`src/rtl/pbpd_pkg.sv`:
```
// Shared types and constants for the pulse burst pattern decoder.
`default_nettype none
package pbpd_pkg;

    localparam int unsigned TIME_W    = 32;
    localparam int unsigned MS_W      = 16;
    localparam int unsigned TALLY_W   = 8;
    localparam int unsigned PAIR_W    = 64;
    localparam int unsigned SLOT_WORD_W = 32;
    localparam int unsigned PAIR_COUNT = 3;
    localparam int unsigned CFG_IDX_W = 3;

    localparam logic [TALLY_W-1:0] TALLY_LIMIT = 8'd250;

    localparam logic [CFG_IDX_W-1:0] CFG_BLOCK_ENABLE    = 3'd0;
    localparam logic [CFG_IDX_W-1:0] CFG_ACTIVE_LOW      = 3'd1;
    localparam logic [CFG_IDX_W-1:0] CFG_DEBOUNCE_TIME   = 3'd2;
    localparam logic [CFG_IDX_W-1:0] CFG_GAP_TIMEOUT     = 3'd3;
    localparam logic [CFG_IDX_W-1:0] CFG_WIDTH_TOLERANCE = 3'd4;
    localparam logic [CFG_IDX_W-1:0] CFG_PATTERN_PAIR_0  = 3'd5;
    localparam logic [CFG_IDX_W-1:0] CFG_PATTERN_PAIR_1  = 3'd6;
    localparam logic [CFG_IDX_W-1:0] CFG_PATTERN_PAIR_2  = 3'd7;

    typedef enum logic [2:0] {
        ST_IDLE,
        ST_DEB,
        ST_GAP,
        ST_DIV,
        ST_SCAN,
        ST_FIN
    } pbpd_state_t;

    typedef struct packed {
        logic                start;
        logic [TIME_W-1:0]   dividend;
        logic [TALLY_W-1:0]  divisor;
    } pbpd_div_req_t;

endpackage
`default_nettype wire

```
`src/rtl/pbpd_div.sv`:
```
// Iterative restoring divider, one quotient bit per cycle.
`default_nettype none
module pbpd_div
(
    input  wire logic                   clk,
    input  wire logic                   rst_n,
    input  wire pbpd_pkg::pbpd_div_req_t req,
    output logic                        done,
    output logic [pbpd_pkg::TIME_W-1:0] quotient
);
    import pbpd_pkg::*;

    localparam int unsigned CNT_W = $clog2(TIME_W + 1);

    logic                busy_reg, busy_next;
    logic                done_reg, done_next;
    logic [CNT_W-1:0]    cnt_reg, cnt_next;
    logic [TIME_W-1:0]   quo_reg, quo_next;
    logic [TALLY_W-1:0]  rem_reg, rem_next;
    logic [TALLY_W-1:0]  dvs_reg, dvs_next;
    logic [TALLY_W:0]    shifted;
    logic [TALLY_W:0]    trial;

    assign shifted = {rem_reg, quo_reg[TIME_W-1]};
    assign trial   = shifted - {1'b0, dvs_reg};

    always_comb
    begin
        busy_next = busy_reg;
        done_next = 1'b0;
        cnt_next  = cnt_reg;
        quo_next  = quo_reg;
        rem_next  = rem_reg;
        dvs_next  = dvs_reg;
        if (req.start)
        begin
            busy_next = 1'b1;
            cnt_next  = CNT_W'(TIME_W);
            quo_next  = req.dividend;
            rem_next  = '0;
            dvs_next  = req.divisor;
        end
        else if (busy_reg)
        begin
            if (shifted >= {1'b0, dvs_reg})
            begin
                rem_next = trial[TALLY_W-1:0];
                quo_next = {quo_reg[TIME_W-2:0], 1'b1};
            end
            else
            begin
                rem_next = shifted[TALLY_W-1:0];
                quo_next = {quo_reg[TIME_W-2:0], 1'b0};
            end
            cnt_next = cnt_reg - 1'b1;
            if (cnt_reg == CNT_W'(1))
            begin
                busy_next = 1'b0;
                done_next = 1'b1;
            end
        end
    end

    always_ff @(posedge clk or negedge rst_n)
    begin
        if (!rst_n)
        begin
            busy_reg <= 1'b0;
            done_reg <= 1'b0;
            cnt_reg  <= '0;
        end
        else
        begin
            busy_reg <= busy_next;
            done_reg <= done_next;
            cnt_reg  <= cnt_next;
        end
    end

    always_ff @(posedge clk)
    begin
        quo_reg <= quo_next;
        rem_reg <= rem_next;
        dvs_reg <= dvs_next;
    end

    assign done     = done_reg;
    assign quotient = quo_reg;

`ifndef SYNTHESIS
    a_no_restart: assert property (@(posedge clk) disable iff (!rst_n)
        busy_reg |-> !req.start)
        else $error("divider restarted while busy");
    a_done_after_busy: assert property (@(posedge clk) disable iff (!rst_n)
        done_reg |-> !busy_reg && $past(busy_reg))
        else $error("divider done without a run");
    a_no_zero_divisor: assert property (@(posedge clk) disable iff (!rst_n)
        req.start |-> req.divisor != '0)
        else $error("divider started with zero divisor");
`endif

endmodule
`default_nettype wire

```
`src/rtl/pulse_burst_pattern_decoder_top.sv`:
```
// Top level of the pulse burst pattern decoder: debounce, burst tally and pattern scan.
`default_nettype none
// Each accepted item returns exactly one result. An item that closes no burst goes
// through capture, debounce, gap check and output load (a disabled block skips debounce
// and gap check); an item that closes a burst adds the bit-serial divide of the width
// sum by the pulse count and a scan of one pattern slot per cycle. The input is taken
// only when the sequencer is idle, and a new item may be taken while the previous result
// still waits on the output register.
module pulse_burst_pattern_decoder_top
#(
    parameter int unsigned PATTERN_SLOTS = 6
)
(
    input  wire logic                           clk,
    input  wire logic                           rst_n,
    input  wire logic                           cfg_valid,
    output logic                                cfg_ready,
    input  wire logic [pbpd_pkg::CFG_IDX_W-1:0] cfg_index,
    input  wire logic [pbpd_pkg::PAIR_W-1:0]    cfg_data,
    input  wire logic                           in_valid,
    output logic                                in_ready,
    input  wire logic [pbpd_pkg::TIME_W-1:0]    now_time,
    input  wire logic                           pin_level,
    output logic                                out_valid,
    input  wire logic                           out_ready,
    output logic                                burst_done,
    output logic [pbpd_pkg::TALLY_W-1:0]        burst_pulses,
    output logic [pbpd_pkg::MS_W-1:0]           average_width,
    output logic                                pattern_hit,
    output logic [7:0]                          preset_number,
    output logic [pbpd_pkg::TIME_W-1:0]         burst_total,
    output logic [pbpd_pkg::TIME_W-1:0]         match_total
);
    import pbpd_pkg::*;

    localparam int unsigned SLOT_W = (PATTERN_SLOTS > 1) ? $clog2(PATTERN_SLOTS) : 1;

    // configuration
    logic                 enable_reg;
    logic                 active_low_reg;
    logic [MS_W-1:0]      debounce_reg;
    logic [MS_W-1:0]      gap_reg;
    logic [MS_W-1:0]      tol_reg;
    logic [PAIR_W-1:0]    pair_reg [PAIR_COUNT];
    logic [SLOT_WORD_W-1:0] slot_word [PATTERN_SLOTS];

    // decoder state
    pbpd_state_t          state_reg, state_next;
    logic                 raw_reg, raw_next;
    logic                 clean_reg, clean_next;
    logic [TIME_W-1:0]    edge_reg, edge_next;
    logic [TIME_W-1:0]    start_reg, start_next;
    logic [TIME_W-1:0]    end_reg, end_next;
    logic                 pending_reg, pending_next;
    logic [TALLY_W-1:0]   tally_reg, tally_next;
    logic [TIME_W-1:0]    sum_reg, sum_next;
    logic [TIME_W-1:0]    bursts_reg, bursts_next;
    logic [TIME_W-1:0]    matches_reg, matches_next;
    logic [SLOT_W-1:0]    slot_reg, slot_next;

    // current item and working result
    logic [TIME_W-1:0]    now_reg, now_next;
    logic                 act_reg, act_next;
    logic                 rdone_reg, rdone_next;
    logic [TALLY_W-1:0]   rcnt_reg, rcnt_next;
    logic [MS_W-1:0]      ravg_reg, ravg_next;
    logic                 rhit_reg, rhit_next;
    logic [7:0]           rpreset_reg, rpreset_next;

    // output register
    logic                 ovalid_reg, ovalid_next;
    logic                 odone_reg, ocnt_load;
    logic [TALLY_W-1:0]   ocnt_reg;
    logic [MS_W-1:0]      oavg_reg;
    logic                 ohit_reg;
    logic [7:0]           opreset_reg;
    logic [TIME_W-1:0]    obursts_reg, omatches_reg;

    pbpd_div_req_t        div_req;
    logic                 div_done;
    logic [TIME_W-1:0]    div_quo;

    logic [TIME_W-1:0]    edge_eff, settle_diff, gap_diff;
    logic [SLOT_WORD_W-1:0] cur_word;
    logic [TALLY_W-1:0]   pat_cnt;
    logic [MS_W-1:0]      pat_width, width_diff;
    logic                 slot_match;

    genvar g;
    generate
        for (g = 0; g < PATTERN_SLOTS; g++)
        begin : g_slot
            assign slot_word[g] = pair_reg[g / 2][(g % 2) * SLOT_WORD_W +: SLOT_WORD_W];
        end
    endgenerate

    assign cfg_ready = 1'b1;

    always_ff @(posedge clk or negedge rst_n)
    begin
        if (!rst_n)
        begin
            enable_reg     <= 1'b1;
            active_low_reg <= 1'b1;
            debounce_reg   <= 16'd30;
            gap_reg        <= 16'd600;
            tol_reg        <= 16'd60;
            for (int i = 0; i < PAIR_COUNT; i++)
            begin
                pair_reg[i] <= '0;
            end
        end
        else if (cfg_valid)
        begin
            case (cfg_index)
                CFG_BLOCK_ENABLE:    enable_reg     <= cfg_data[0];
                CFG_ACTIVE_LOW:      active_low_reg <= cfg_data[0];
                CFG_DEBOUNCE_TIME:   debounce_reg   <= cfg_data[MS_W-1:0];
                CFG_GAP_TIMEOUT:     gap_reg        <= cfg_data[MS_W-1:0];
                CFG_WIDTH_TOLERANCE: tol_reg        <= cfg_data[MS_W-1:0];
                CFG_PATTERN_PAIR_0:  pair_reg[0]    <= cfg_data;
                CFG_PATTERN_PAIR_1:  pair_reg[1]    <= cfg_data;
                CFG_PATTERN_PAIR_2:  pair_reg[2]    <= cfg_data;
                default: ;
            endcase
        end
    end

    pbpd_div u_div
    (
        .clk      (clk),
        .rst_n    (rst_n),
        .req      (div_req),
        .done     (div_done),
        .quotient (div_quo)
    );

    assign edge_eff    = (act_reg != raw_reg) ? now_reg : edge_reg;
    assign settle_diff = now_reg - edge_eff;
    assign gap_diff    = now_reg - end_reg;

    assign cur_word   = slot_word[slot_reg];
    assign pat_cnt    = cur_word[7:0];
    assign pat_width  = cur_word[23:8];
    assign width_diff = (ravg_reg >= pat_width) ? (ravg_reg - pat_width)
                                                : (pat_width - ravg_reg);
    assign slot_match = (pat_cnt != '0) && (pat_cnt == rcnt_reg) && (width_diff <= tol_reg);

    assign in_ready  = (state_reg == ST_IDLE);
    assign ocnt_load = (state_reg == ST_FIN) && (!ovalid_reg || out_ready);

    always_comb
    begin
        state_next   = state_reg;
        raw_next     = raw_reg;
        clean_next   = clean_reg;
        edge_next    = edge_reg;
        start_next   = start_reg;
        end_next     = end_reg;
        pending_next = pending_reg;
        tally_next   = tally_reg;
        sum_next     = sum_reg;
        bursts_next  = bursts_reg;
        matches_next = matches_reg;
        slot_next    = slot_reg;
        now_next     = now_reg;
        act_next     = act_reg;
        rdone_next   = rdone_reg;
        rcnt_next    = rcnt_reg;
        ravg_next    = ravg_reg;
        rhit_next    = rhit_reg;
        rpreset_next = rpreset_reg;
        ovalid_next  = ovalid_reg;
        div_req.start    = 1'b0;
        div_req.dividend = sum_reg;
        div_req.divisor  = tally_reg;

        if (out_ready)
        begin
            ovalid_next = 1'b0;
        end

        case (state_reg)
            ST_IDLE:
            begin
                if (in_valid)
                begin
                    now_next     = now_time;
                    act_next     = pin_level ^ active_low_reg;
                    rdone_next   = 1'b0;
                    rcnt_next    = '0;
                    ravg_next    = '0;
                    rhit_next    = 1'b0;
                    rpreset_next = '0;
                    state_next   = enable_reg ? ST_DEB : ST_FIN;
                end
            end
            ST_DEB:
            begin
                raw_next  = act_reg;
                edge_next = edge_eff;
                if (act_reg != clean_reg && settle_diff >= {16'd0, debounce_reg})
                begin
                    clean_next = act_reg;
                    if (act_reg)
                    begin
                        start_next = now_reg;
                    end
                    else
                    begin
                        if (tally_reg < TALLY_LIMIT)
                        begin
                            tally_next = tally_reg + 1'b1;
                        end
                        sum_next     = sum_reg + (now_reg - start_reg);
                        end_next     = now_reg;
                        pending_next = 1'b1;
                    end
                end
                state_next = ST_GAP;
            end
            ST_GAP:
            begin
                state_next = ST_FIN;
                if (pending_reg && !clean_reg && gap_diff >= {16'd0, gap_reg})
                begin
                    if (tally_reg != '0)
                    begin
                        div_req.start = 1'b1;
                        state_next    = ST_DIV;
                    end
                    else
                    begin
                        pending_next = 1'b0;
                    end
                end
            end
            ST_DIV:
            begin
                if (div_done)
                begin
                    rdone_next  = 1'b1;
                    rcnt_next   = tally_reg;
                    ravg_next   = div_quo[MS_W-1:0];
                    bursts_next = bursts_reg + 1'b1;
                    slot_next   = '0;
                    state_next  = ST_SCAN;
                end
            end
            ST_SCAN:
            begin
                if (slot_match || slot_reg == SLOT_W'(PATTERN_SLOTS - 1))
                begin
                    if (slot_match)
                    begin
                        rhit_next    = 1'b1;
                        rpreset_next = cur_word[31:24];
                        matches_next = matches_reg + 1'b1;
                    end
                    tally_next   = '0;
                    sum_next     = '0;
                    pending_next = 1'b0;
                    state_next   = ST_FIN;
                end
                else
                begin
                    slot_next = slot_reg + 1'b1;
                end
            end
            ST_FIN:
            begin
                if (ocnt_load)
                begin
                    ovalid_next = 1'b1;
                    state_next  = ST_IDLE;
                end
            end
            default:
            begin
                state_next = ST_IDLE;
            end
        endcase
    end

    always_ff @(posedge clk or negedge rst_n)
    begin
        if (!rst_n)
        begin
            state_reg   <= ST_IDLE;
            raw_reg     <= 1'b0;
            clean_reg   <= 1'b0;
            edge_reg    <= '0;
            start_reg   <= '0;
            end_reg     <= '0;
            pending_reg <= 1'b0;
            tally_reg   <= '0;
            sum_reg     <= '0;
            bursts_reg  <= '0;
            matches_reg <= '0;
            ovalid_reg  <= 1'b0;
        end
        else
        begin
            state_reg   <= state_next;
            raw_reg     <= raw_next;
            clean_reg   <= clean_next;
            edge_reg    <= edge_next;
            start_reg   <= start_next;
            end_reg     <= end_next;
            pending_reg <= pending_next;
            tally_reg   <= tally_next;
            sum_reg     <= sum_next;
            bursts_reg  <= bursts_next;
            matches_reg <= matches_next;
            ovalid_reg  <= ovalid_next;
        end
    end

    always_ff @(posedge clk)
    begin
        slot_reg    <= slot_next;
        now_reg     <= now_next;
        act_reg     <= act_next;
        rdone_reg   <= rdone_next;
        rcnt_reg    <= rcnt_next;
        ravg_reg    <= ravg_next;
        rhit_reg    <= rhit_next;
        rpreset_reg <= rpreset_next;
        if (ocnt_load)
        begin
            odone_reg    <= rdone_reg;
            ocnt_reg     <= rcnt_reg;
            oavg_reg     <= ravg_reg;
            ohit_reg     <= rhit_reg;
            opreset_reg  <= rpreset_reg;
            obursts_reg  <= bursts_reg;
            omatches_reg <= matches_reg;
        end
    end

    assign out_valid     = ovalid_reg;
    assign burst_done    = odone_reg;
    assign burst_pulses  = ocnt_reg;
    assign average_width = oavg_reg;
    assign pattern_hit   = ohit_reg;
    assign preset_number = opreset_reg;
    assign burst_total   = obursts_reg;
    assign match_total   = omatches_reg;

`ifndef SYNTHESIS
    a_hit_needs_burst: assert property (@(posedge clk) disable iff (!rst_n)
        out_valid && pattern_hit |-> burst_done)
        else $error("pattern hit without a closed burst");
    a_burst_count_range: assert property (@(posedge clk) disable iff (!rst_n)
        out_valid && burst_done |-> burst_pulses != '0 && burst_pulses <= TALLY_LIMIT)
        else $error("closed burst count out of range");
    a_match_from_scan: assert property (@(posedge clk) disable iff (!rst_n)
        !$stable(matches_reg) |-> $past(state_reg) == ST_SCAN)
        else $error("match total moved outside the scan");
    a_tally_cleared: assert property (@(posedge clk) disable iff (!rst_n)
        state_reg == ST_SCAN && state_next == ST_FIN |=> tally_reg == '0 && !pending_reg)
        else $error("burst state not cleared after scan");
`endif

endmodule
`default_nettype wire
```
`config.mk`:
```
export PLATFORM = sky130hd
export DESIGN_NAME = pulse_burst_pattern_decoder_top
export DESIGN_NICKNAME = d
export VERILOG_FILES = /design/src/rtl/pbpd_pkg.sv /design/src/rtl/pbpd_div.sv /design/src/rtl/pulse_burst_pattern_decoder_top.sv
export SDC_FILE = /design/constraint.sdc
export NUM_CORES = 1
export LEC_CHECK = 0
export ABC_AREA = 1
export ABC_CLOCK_PERIOD_IN_PS = 13000
export BUFFER_PORTS_ARGS = -buffer_cell sky130_fd_sc_hd__buf_2
export CELL_PAD_IN_SITES_DETAIL_PLACEMENT = 0
export CELL_PAD_IN_SITES_GLOBAL_PLACEMENT = 1
export CORE_ASPECT_RATIO = 1.75
export CORE_MARGIN = 2
export CORE_UTILIZATION = 45
export DETAILED_ROUTE_END_ITERATION = 8
export GPL_TIMING_DRIVEN = 0
export PLACE_DENSITY_LB_ADDON = 0.1
export SETUP_SLACK_MARGIN = 0.02
export SYNTH_ARGS = -nofsm -noshare
export SYNTH_HDL_FRONTEND = slang
export SYNTH_HIERARCHICAL = 1
export SYNTH_SLANG_ARGS = --single-unit
```
`constraint.sdc`:
```
create_clock -name clk -period 13 [get_ports clk]
set_input_delay 0.65 -clock clk [delete_from_list [all_inputs] [get_ports clk]]
set_output_delay 0.65 -clock clk [all_outputs]
set_load 0.05 [all_outputs]
```
[Word-level counts from Yosys, hierarchy flattened]
Cells that the tools add are included.
Operators by class
  $lt $le $gt $ge: 7
  shift operators: 0
  multipliers: 0
  muxes and demuxes: 64
  divide/modulo/power cells: 0
  reductions and logical operators: 41
  bitwise gates (word level): 3
  add/sub/neg operators: 12
  eq/ne operators: 28
Operator list (count)
  32-bit 2-to-1 mux: 8
  32-bit binary-select mux with 3-bit select: 1
  32-bit subtractor: 3
  8-bit 2-to-1 mux: 9
  32-bit by 1-bit adder with 32-bit output (second input constant): 2
  32-bit by 16-bit >= comparator with 1-bit output: 2
  32-bit case mux with 2 select lines: 1
  16-bit 2-to-1 mux: 3
  8-bit case mux with 2 select lines: 3
  32-bit adder: 1
  16-bit case mux with 2 select lines: 1
  16-bit subtractor: 2
  3-bit 2-to-1 mux: 9
  1-bit 2-to-1 mux: 22
  2-bit AND reduction: 11
  3-bit equality test (second input constant): 7
  2-bit != test (second input constant): 10
  3-bit case mux with 6 select lines: 1
  16-bit >= comparator: 1
  16-bit less-or-equal comparator: 1
  8-bit nonzero test: 2
  3-bit AND reduction: 5
  3-bit by 2-bit equality test with 1-bit output (second input constant): 4
  6-bit 2-to-1 mux: 2
  other kinds (27): 44
Word-level totals
  register bits: 673
  latch bits: 0
  memories kept: 0
  word-level logic and storage cells: 196
  bits in read-only memories: 0
  memory bits (writable): 0

[Longest topological paths before layout]
Gate-level depths: netlist of run 1.
  word-level depth: 11
  gate-level depth with buffers: 38
  depth with buffers taken out: 34

[By module]
The synthesis of run 1 kept the hierarchy.
Modules (own cells, without submodules)
  pulse_burst_pattern_decoder_top: times used 1, area an instance 35561.6 sq um, cells each 4434
  pbpd_div: times used 1, area an instance 2791.4 sq um, cells each 311

[Least setup slack after synthesis of run 1]
Ideal clock, no wire load.
  path type: register to register
  start: register slot_reg[0]
  end: register rhit_reg, enable pin
  cell stages (with the launch flop): 33
  setup time: 0.378 ns
  setup slack: 7.402 ns
  clock period less this slack: 5.598 ns
  data arrival time: 5.220 ns
  data required time: 12.622 ns
  path buffers: 6
  cell sequence: edfxtp_1 > buf_6 > buf_6 > buf_6 > clkbuf_1 > clkbuf_1 > nor2_1 > o22ai_1 > a32oi_1 > inv_1 > ha_1 > inv_1 > fa_1 > a21boi_0 > o221ai_1 > nand2_1 > nand3_1 > buf_2 > o21ai_0 > nand3_1 > nand2_1 > xnor2_1 > inv_1 > ha_1 > nand2_1 > nor3_1 > and3_1 > a21oi_1 > nor2_1 > nand3_2 > nor2_4 > inv_1 > a21oi_1
Between the ends
  word-level cells in the longest chain between the ends: 11
RTL lines
  start, declared: RTL line pulse_burst_pattern_decoder_top.sv:59  | logic [SLOT_W-1:0] slot_reg, slot_next;
  start signal, assigned: RTL line pulse_burst_pattern_decoder_top.sv:321  | slot_reg <= slot_next;
  3-bit NOT with 4-bit output (implied by the code): RTL line pulse_burst_pattern_decoder_top.sv:142  | assign cur_word = slot_word[slot_reg];
  32-bit binary-select mux with 3-bit select: RTL line pulse_burst_pattern_decoder_top.sv:142
  32-bit 2-to-1 mux (implied by the code) (2 in series): RTL line pulse_burst_pattern_decoder_top.sv:142
  16-bit subtractor, or another cell as far along: RTL line pulse_burst_pattern_decoder_top.sv:146  | : (pat_width - ravg_reg);
  16-bit 2-to-1 mux: RTL line pulse_burst_pattern_decoder_top.sv:145  | assign width_diff = (ravg_reg >= pat_width) ? (ravg_reg - pat_width)
  16-bit less-or-equal comparator: RTL line pulse_burst_pattern_decoder_top.sv:147  | assign slot_match = (pat_cnt != '0) && (pat_cnt == rcnt_reg) && (width_diff <= tol_reg);
  1-bit logical AND: RTL line pulse_burst_pattern_decoder_top.sv:147
  1-bit logical OR: RTL line pulse_burst_pattern_decoder_top.sv:252  | if (slot_match || slot_reg == SLOT_W'(PATTERN_SLOTS - 1))
  2-bit != test (no line)
  4-bit AND reduction (no line) *
  end signal, assigned: RTL line pulse_burst_pattern_decoder_top.sv:327  | rhit_reg <= rhit_next;
  end, declared: RTL line pulse_burst_pattern_decoder_top.sv:67  | logic rhit_reg, rhit_next;
Mark *: on every way between the ends. The rest lies on a longest branch, timed or not. The select of a mux whose other input is x is not followed.
A chain may end at the register's enable or synchronous reset.

[Worst setup path after layout of run 1]
  start: register slot_reg[0]
  end: register rpreset_reg[2], enable pin
Between the ends
  word-level cells in the longest chain between the ends: 11
RTL lines
  3-bit NOT with 4-bit output (implied by the code): RTL line pulse_burst_pattern_decoder_top.sv:142
  32-bit binary-select mux with 3-bit select: RTL line pulse_burst_pattern_decoder_top.sv:142
  32-bit 2-to-1 mux (implied by the code) (2 in series): RTL line pulse_burst_pattern_decoder_top.sv:142
  16-bit subtractor, or another cell as far along: RTL line pulse_burst_pattern_decoder_top.sv:146
  16-bit 2-to-1 mux: RTL line pulse_burst_pattern_decoder_top.sv:145
  16-bit less-or-equal comparator: RTL line pulse_burst_pattern_decoder_top.sv:147
  1-bit logical AND: RTL line pulse_burst_pattern_decoder_top.sv:147
  1-bit logical OR: RTL line pulse_burst_pattern_decoder_top.sv:252
  2-bit != test (no line)
  4-bit AND reduction (no line) *
  end signal, assigned: RTL line pulse_burst_pattern_decoder_top.sv:328  | rpreset_reg <= rpreset_next;
  end, declared: RTL line pulse_burst_pattern_decoder_top.sv:68  | logic [7:0] rpreset_reg, rpreset_next;
Marked as above.

==> run metrics, run 1 <==
Final Hold Vio Count 0; Pre-Repair DR Iteration Count 5; FF-to-FF End rpreset_reg[2]; Total Wirelength 120,000 um; post-CTS setup buffers 0; Cells after Synth between 4k and 5k; EDFF count, synth 208; Die X-Extent 225 um; IO Pins 206; hpwl dp ~95,000 um; initial antenna violation count 4; critical path capture point type flop; worst hold path class in -> reg; FFs w/ async S/R, synth between 60% and 70%; Final setup viols 0; CTS tree done; peak supply drop approximately 0.00014 V; GRT busiest layer met2; total CTS buffers 68; power per cell area 246 mW/mm^2; reg2reg start slot_reg[0]; leakage power total about 21 nW; unrepaired setup endpoints after global routing no; most used cell along the critical path nand2_1; core area 0.0845 sq mm; DRC 0; H-tree levels 3; hold_sp now_time[12]; synth warn 6; post-route ant nets 0; DR vias 31.4k; met2 GRT Util 53.2%; Fmax achieved around 130 MHz; Distinct cells, synth 67; Sinks on Clock Net 673; period utilisation layout 61.1%; final net count ~5.4k; TNS Setup 0 ns; M1 GR Usage 28.7%; top_reg_cell synth dfrtp_1; Worst path max stage delay 0.97 ns; Mean Syn Cell Area between 8 and 9 sq um; DR iter-0 viols between 1.5k and 2k; DP Area 0.0410 sq mm; final estimated routing congestion in global placement 0.976; final hold slack 0.165 ns; number of global-route vias before repair 31.6k; Starting Density a little under half; R2R setup slack between 5 and 6 ns; WP data arrival slightly above 8 ns; post-placement setup slack 5.03 ns; Final WS setup 5.06 ns; Seq cells post-synth slightly below 700; Slew HR between 15 and 20%; GRT Util Overall 27.8%; clk_skew 0.0363 ns; fin crit period 7.94 ns; Layout area overhead 12.6%; CP max stage cell a32oi_1; worst-margin pin slew approximately 1.2 ns; max reg flops 192; worst setup path class reg -> reg; IO buf count slightly above 200; via/cell ratio between 5 and 6; largest net degree at the start of global routing between 100 and 150; clock-pin slew on the worst setup and hold paths 0.07 ns; crit path max fanout 10; wire per inst between 15 and 20 um; Worst Setup SP slot_reg[0]; fin area between 0.04 and 0.05 sq mm; Root Driver clkbuf_16; CP Launch Type flop; Die ar. 0.0877 sq mm; num rows 141; Global Route met3 Usage 2.89%; GRT overflow 0; layout cell share with drive strength beyond 1 8.75%; Max Root-Sink Buffers 3; Die Ht 390 um; Slew Limit Fails 0; reg2reg path depth 33; status completed; syn nets 5,075; clock latency on the worst-skew pair ~0.66 ns; post-synthesis cell area roughly 0.038 sq mm; max-cap violation count 0; Seq/Total Area, Yosys 46.6%; Crit path required time about 13 ns; CP Capture Point rpreset_reg[2]; first-pass GRT wire length 183,000 um
critical path, delay by kind of cell (launching register included):
family | cells | cell delay [ns]
compound gates | 5 | 2.37
simple gates | 14 | 1.99
buf+inv | 11 | 1.90
fa+ha+maj | 2 | 0.72
flops | 1 | 0.44
xor+xnor | 1 | 0.13
routing by layer:
layer	part of all wire [%]	vias up
met3	3.2	276
met4	6.9	2
met1	36	14700
met5	0.0092	-
met2	54	705
li1	-	15700
Yosys cell counts, types with 10 or more instances:
cell	n	area, sq um
nand2_1	1316	4940
inv_1	753	2830
dfrtp_1	443	11100
o21ai_0	426	2130
nor2_1	370	1390
edfxtp_1	208	6250
a21oi_1	189	946
ha_1	189	2360
nand3_1	119	596
clkbuf_1	99	372
xor2_1	97	850
o21ai_1	76	380
xnor2_1	55	482
nor3_1	48	240
fa_1	36	721
nand4_1	36	225
o22ai_1	25	156
o211ai_1	22	165
buf_2	16	80.1
a32oi_1	14	123
buf_6	14	158
dfstp_2	14	368
nor4_1	14	87.6
nand3b_1	13	97.6
inv_2	10	37.5
o21a_1	10	75.1
stage by stage:
| step | power [mW] | util (%) | cells |
|---|---|---|---|
| finish | 10.6 | 51.1 | 6158 |
| global route | 11.5 | 51.1 | 6156 |
| CTS | 10.7 | 51.1 | 6156 |
| detailed placement | 8.65 | 48.5 | 6030 |
| global placement | 8.60 | 48.2 | 6021 |
| floorplan | 7.03 | - | 4745 |
cells by family (layout without fill, tap and decap cells):
logic type	Yosys count	in the layout	synth area share, %
simple gates	1971	1971	21.1
buf+inv	905	1244	9.24
compound gates	808	808	11.3
flops	673	673	46.6
fa+ha+maj	225	225	8.04
xor+xnor	152	152	3.47
mux	10	10	0.274
other cells	1	3	0.00978
repair_timing:
action,4_1_cts,5_1_grt
hold endpoints to repair,8,0
resized for setup,0,0
hold buffers,1,0
placed cells by master (no fill, tap or decap), types with 14 or more instances in the layout:
cell type,n
a21oi_1,189
a32oi_1,14
buf_2,219
buf_6,14
clkbuf_1,111
clkbuf_16,68
dfrtp_1,443
dfstp_2,14
edfxtp_1,208
fa_1,36
ha_1,189
inv_1,753
nand2_1,1316
nand3_1,119
nand4_1,36
nor2_1,368
nor3_1,48
nor4_1,14
o211ai_1,22
o21ai_0,425
o21ai_1,76
o22ai_1,25
xnor2_1,55
xor2_1,97
final cells by class:
type / count / area, sq um
flip-flops and latches: 673 / 17900
clock buffers: 87 / 1840
repair buffers: 214 / 1250
fillers: 8329 / 41300
inverters: 767 / 2880
plain buffers: 138 / 666
multi-input cells: 3167 / 17000
well taps: 1072 / 1340
clock inverters: 38 / 382
diodes: 2 / 5.00
worst min-delay path by stage:
stage | slack, ns | endpoint | depth (start not counted)
2_1_floorplan | 0.35 | bursts_reg[0] | 0
6_report | 0.17 | now_reg[12] | 1
3_3_place_gp | 0.40 | burst_done | 0
4_1_cts | 0.13 | now_reg[12] | 1
3_5_place_dp | 0.41 | preset_number[4] | 0
5_1_grt | 0.14 | now_reg[12] | 1
power by group:
part	total [mW]	leakage (nW)	internal, mW	switching, mW
clock network	2.01	1.08	1.12	0.897
logic	5.55	12.4	1.90	3.66
registers	3.04	7.80	2.72	0.317
total	10.6	21.3	5.74	4.87
Power figures use the tool's default switching activity.
==> run 2, diff against run 1 <==
--- a/config.mk
+++ b/config.mk
@@ -6,13 +6,13 @@
 export NUM_CORES = 1
 export LEC_CHECK = 0
 export ABC_AREA = 1
-export ABC_CLOCK_PERIOD_IN_PS = 13000
+export ABC_CLOCK_PERIOD_IN_PS = 6710
 export BUFFER_PORTS_ARGS = -buffer_cell sky130_fd_sc_hd__buf_2
 export CELL_PAD_IN_SITES_DETAIL_PLACEMENT = 0
 export CELL_PAD_IN_SITES_GLOBAL_PLACEMENT = 1
 export CORE_ASPECT_RATIO = 1.75
 export CORE_MARGIN = 2
-export CORE_UTILIZATION = 45
+export CORE_UTILIZATION = 42
 export DETAILED_ROUTE_END_ITERATION = 8
 export GPL_TIMING_DRIVEN = 0
 export PLACE_DENSITY_LB_ADDON = 0.1
==> constraint.sdc (replaced) <==
create_clock -name clk -period 6.71 [get_ports clk]
set_input_delay 0.3355 -clock clk [delete_from_list [all_inputs] [get_ports clk]]
set_output_delay 0.3355 -clock clk [all_outputs]
set_load 0.05 [all_outputs]
==> run metrics, run 2 (same netlist as run 1, synthesis figures left out) <==
WP data arrival 6.98 ns (-1.22 ns); period utilisation layout 96.0% (+35 points); TNS Setup 0 ns (unchanged); Sinks on Clock Net 673 (unchanged); post-route core utilization 49.2% (-1.9 points); Slew HR 15.2% (-1.2 points); first-pass GRT wire length 189,000 um (+3.1%); Layout area overhead 16.0%; CP max stage cell a32oi_4; worst setup path class reg -> reg; initial antenna violation count 0 (-4); final net count 5,441 (+1.5%); total CTS buffers 68 (unchanged); GRT Util Overall 26.9% (-0.89 points); Crit path required time 7.24 ns (-6.02 ns); # fillers 8,985 (+7.9%); Starting Density 42.4% (-3.0 points); largest net degree at the start of global routing 114 (-3.4%); layout cell share with drive strength beyond 1 9.45% (+0.70 points); worst-margin pin slew 1.26 ns (+0.0177 ns); GRT busiest layer met2; H-tree levels 3 (unchanged); max-cap violation count 0 (unchanged); CP Launch Type flop; hpwl dp 98,400 um (+3.4%); CTS tree done; clock latency on the worst-skew pair 0.67 ns (about the same); most common cell after layout, fill and taps aside nand2_1; Fmax achieved 155 MHz (+23%); num rows 146 (+3.5%); Max Root-Sink Buffers 3 (unchanged); max reg flops 192 (unchanged); DR iter-0 viols 1,762 (-1.4%); Worst path max stage delay 0.50 ns (-0.47 ns); Die Ht 404 um (+3.5%); final estimated routing congestion in global placement 0.919 (-5.8%); core area 0.0904 sq mm (+7.0%); fin crit period 6.44 ns (-1.49 ns); number of global-route vias before repair 32.5k (+2.6%); Final setup viols 0 (unchanged); IO buf count 204 (unchanged); met2 GRT Util 52.7% (-0.52 points); overall power 20.9 mW (+97%); Global Route met3 Usage 2.95% (+0.067 points); DRC 0 (unchanged); placed cell count 6,142 (+1.9%); most used cell along the critical path buf_6; Total Wirelength 125,000 um (+4.1%); Non-Filler Instances 6,350 (+3.1%); M1 GR Usage 26.4% (-2.3 points); status completed; worst hold path class in -> reg; Die X-Extent 232 um (+3.4%); Root Driver clkbuf_16; Die ar. 0.0938 sq mm (+7.0%); power per cell area 471 mW/mm^2 (+92%); critical path capture point type flop; crit path max fanout 10 (unchanged); Final Hold Vio Count 0 (unchanged); leakage power total 21.7 nW (+2.1%); fin area 0.0445 sq mm (+3.0%); DP Area 0.0411 sq mm (+0.34%); clk_skew 0.0193 ns (-0.0170 ns); post-route ant nets 0 (unchanged); peak supply drop 0.000248 V (+74%); clock-pin slew on the worst setup and hold paths 0.07 ns (about the same); Slew Limit Fails 0 (unchanged); IO Pins 206 (unchanged); DR vias 31.8k (+1.5%); via/cell ratio 5.01 (-1.6%); GRT overflow 0 (unchanged); Pre-Repair DR Iteration Count 5 (unchanged); most frequent cells in the layout 1,316 x nand2_1, 752 x inv_1, 443 x dfrtp_1; wire per inst 19.6 um (+0.99%)
run 2: cell types whose count changed in the layout (fill, tap and decap cells not counted), moves of 4 or more:
cell | previous run | this run
buf_4 | 6 | 16
clkbuf_2 | 0 | 10
clkbuf_1 | 111 | 102
a32oi_1 | 14 | 1
dlygate4sd3_1 | 1 | 77
a32oi_4 | 0 | 10
clkinv_2 | 11 | 7
run 2: what timing repair did:
action,4_1_cts,5_1_grt
resized for setup,43,25
endpoints found under the hold margin,211,0
hold buffers,77,0
setup endpoints to repair,87,87
pin swaps,5,7
buffers inserted,5,3
run 2: per-stage QoR:
step	setup WS, ns	hold WS, ns
6_report	0.266	0.0196
5_1_grt	-0.00283	0.0330
2_1_floorplan	1.11	0.0399
4_1_cts	0.0320	0.00189
3_5_place_dp	-1.68	0.324
3_3_place_gp	-4.72	0.405
run 2: final timing paths:
| check | start | end | slack, ns | cells past startpoint |
|---|---|---|---|---|
| setup / recovery | slot_reg[0] | sum_reg[26] | 0.27 | 31 |
| hold / removal | cfg_data[28] | pair_reg[28] | 0.02 | 3 |
| setup reg to reg | slot_reg[0] | sum_reg[26] | 0.27 | 31 |
| hold reg to reg | rpreset_reg[3] | preset_number[3] | 0.42 | 0 |
| max in group asynchronous | rst_n | sum_reg[25] | 4.88 | 4 |
| min in group asynchronous | rst_n | bursts_reg[22] | 0.21 | 2 |
run 2: cell type report:
| cell class | count | area (sq um) | share of cell area (%) |
|---|---|---|---|
| buffer | 136 | 691 | 1.55 |
| tap | 1184 | 1480 | 3.33 |
| multi-input combinational | 3167 | 17200 | 38.8 |
| clock buffer | 96 | 1930 | 4.34 |
| timing repair buffer | 298 | 2100 | 4.72 |
| clock inverter | 28 | 302 | 0.678 |
| antenna | 1 | 2.50 | 0.00562 |
| inverter | 767 | 2880 | 6.48 |
| sequential | 673 | 17900 | 40.1 |
run 2: report_power, final:
part | leakage, nW | total [mW] | internal, mW | switching, mW
sequential | 7.80 | 5.88 | 5.28 | 0.603
clock | 1.08 | 3.93 | 2.19 | 1.74
combinational | 12.8 | 11.1 | 3.83 | 7.31
run 2: metal layers:
metal | vias to the layer above | routed length [um] | share of wire, %
li1 | 15900 | - | -
met1 | 15000 | 43400 | 35
met2 | 713 | 68800 | 55
met3 | 276 | 3890 | 3.1
met4 | 0 | 8510 | 6.8
met5 | - | 0 | 0
run 2: critical path: cells and delay by family, from the launching register on:
family	cells	cell delay (ns)
fa+ha+maj	2	0.74
buf+inv	10	1.67
mux	1	0.29
flops	1	0.43
xor+xnor	1	0.32
compound gates	3	0.65
simple gates	14	2.17
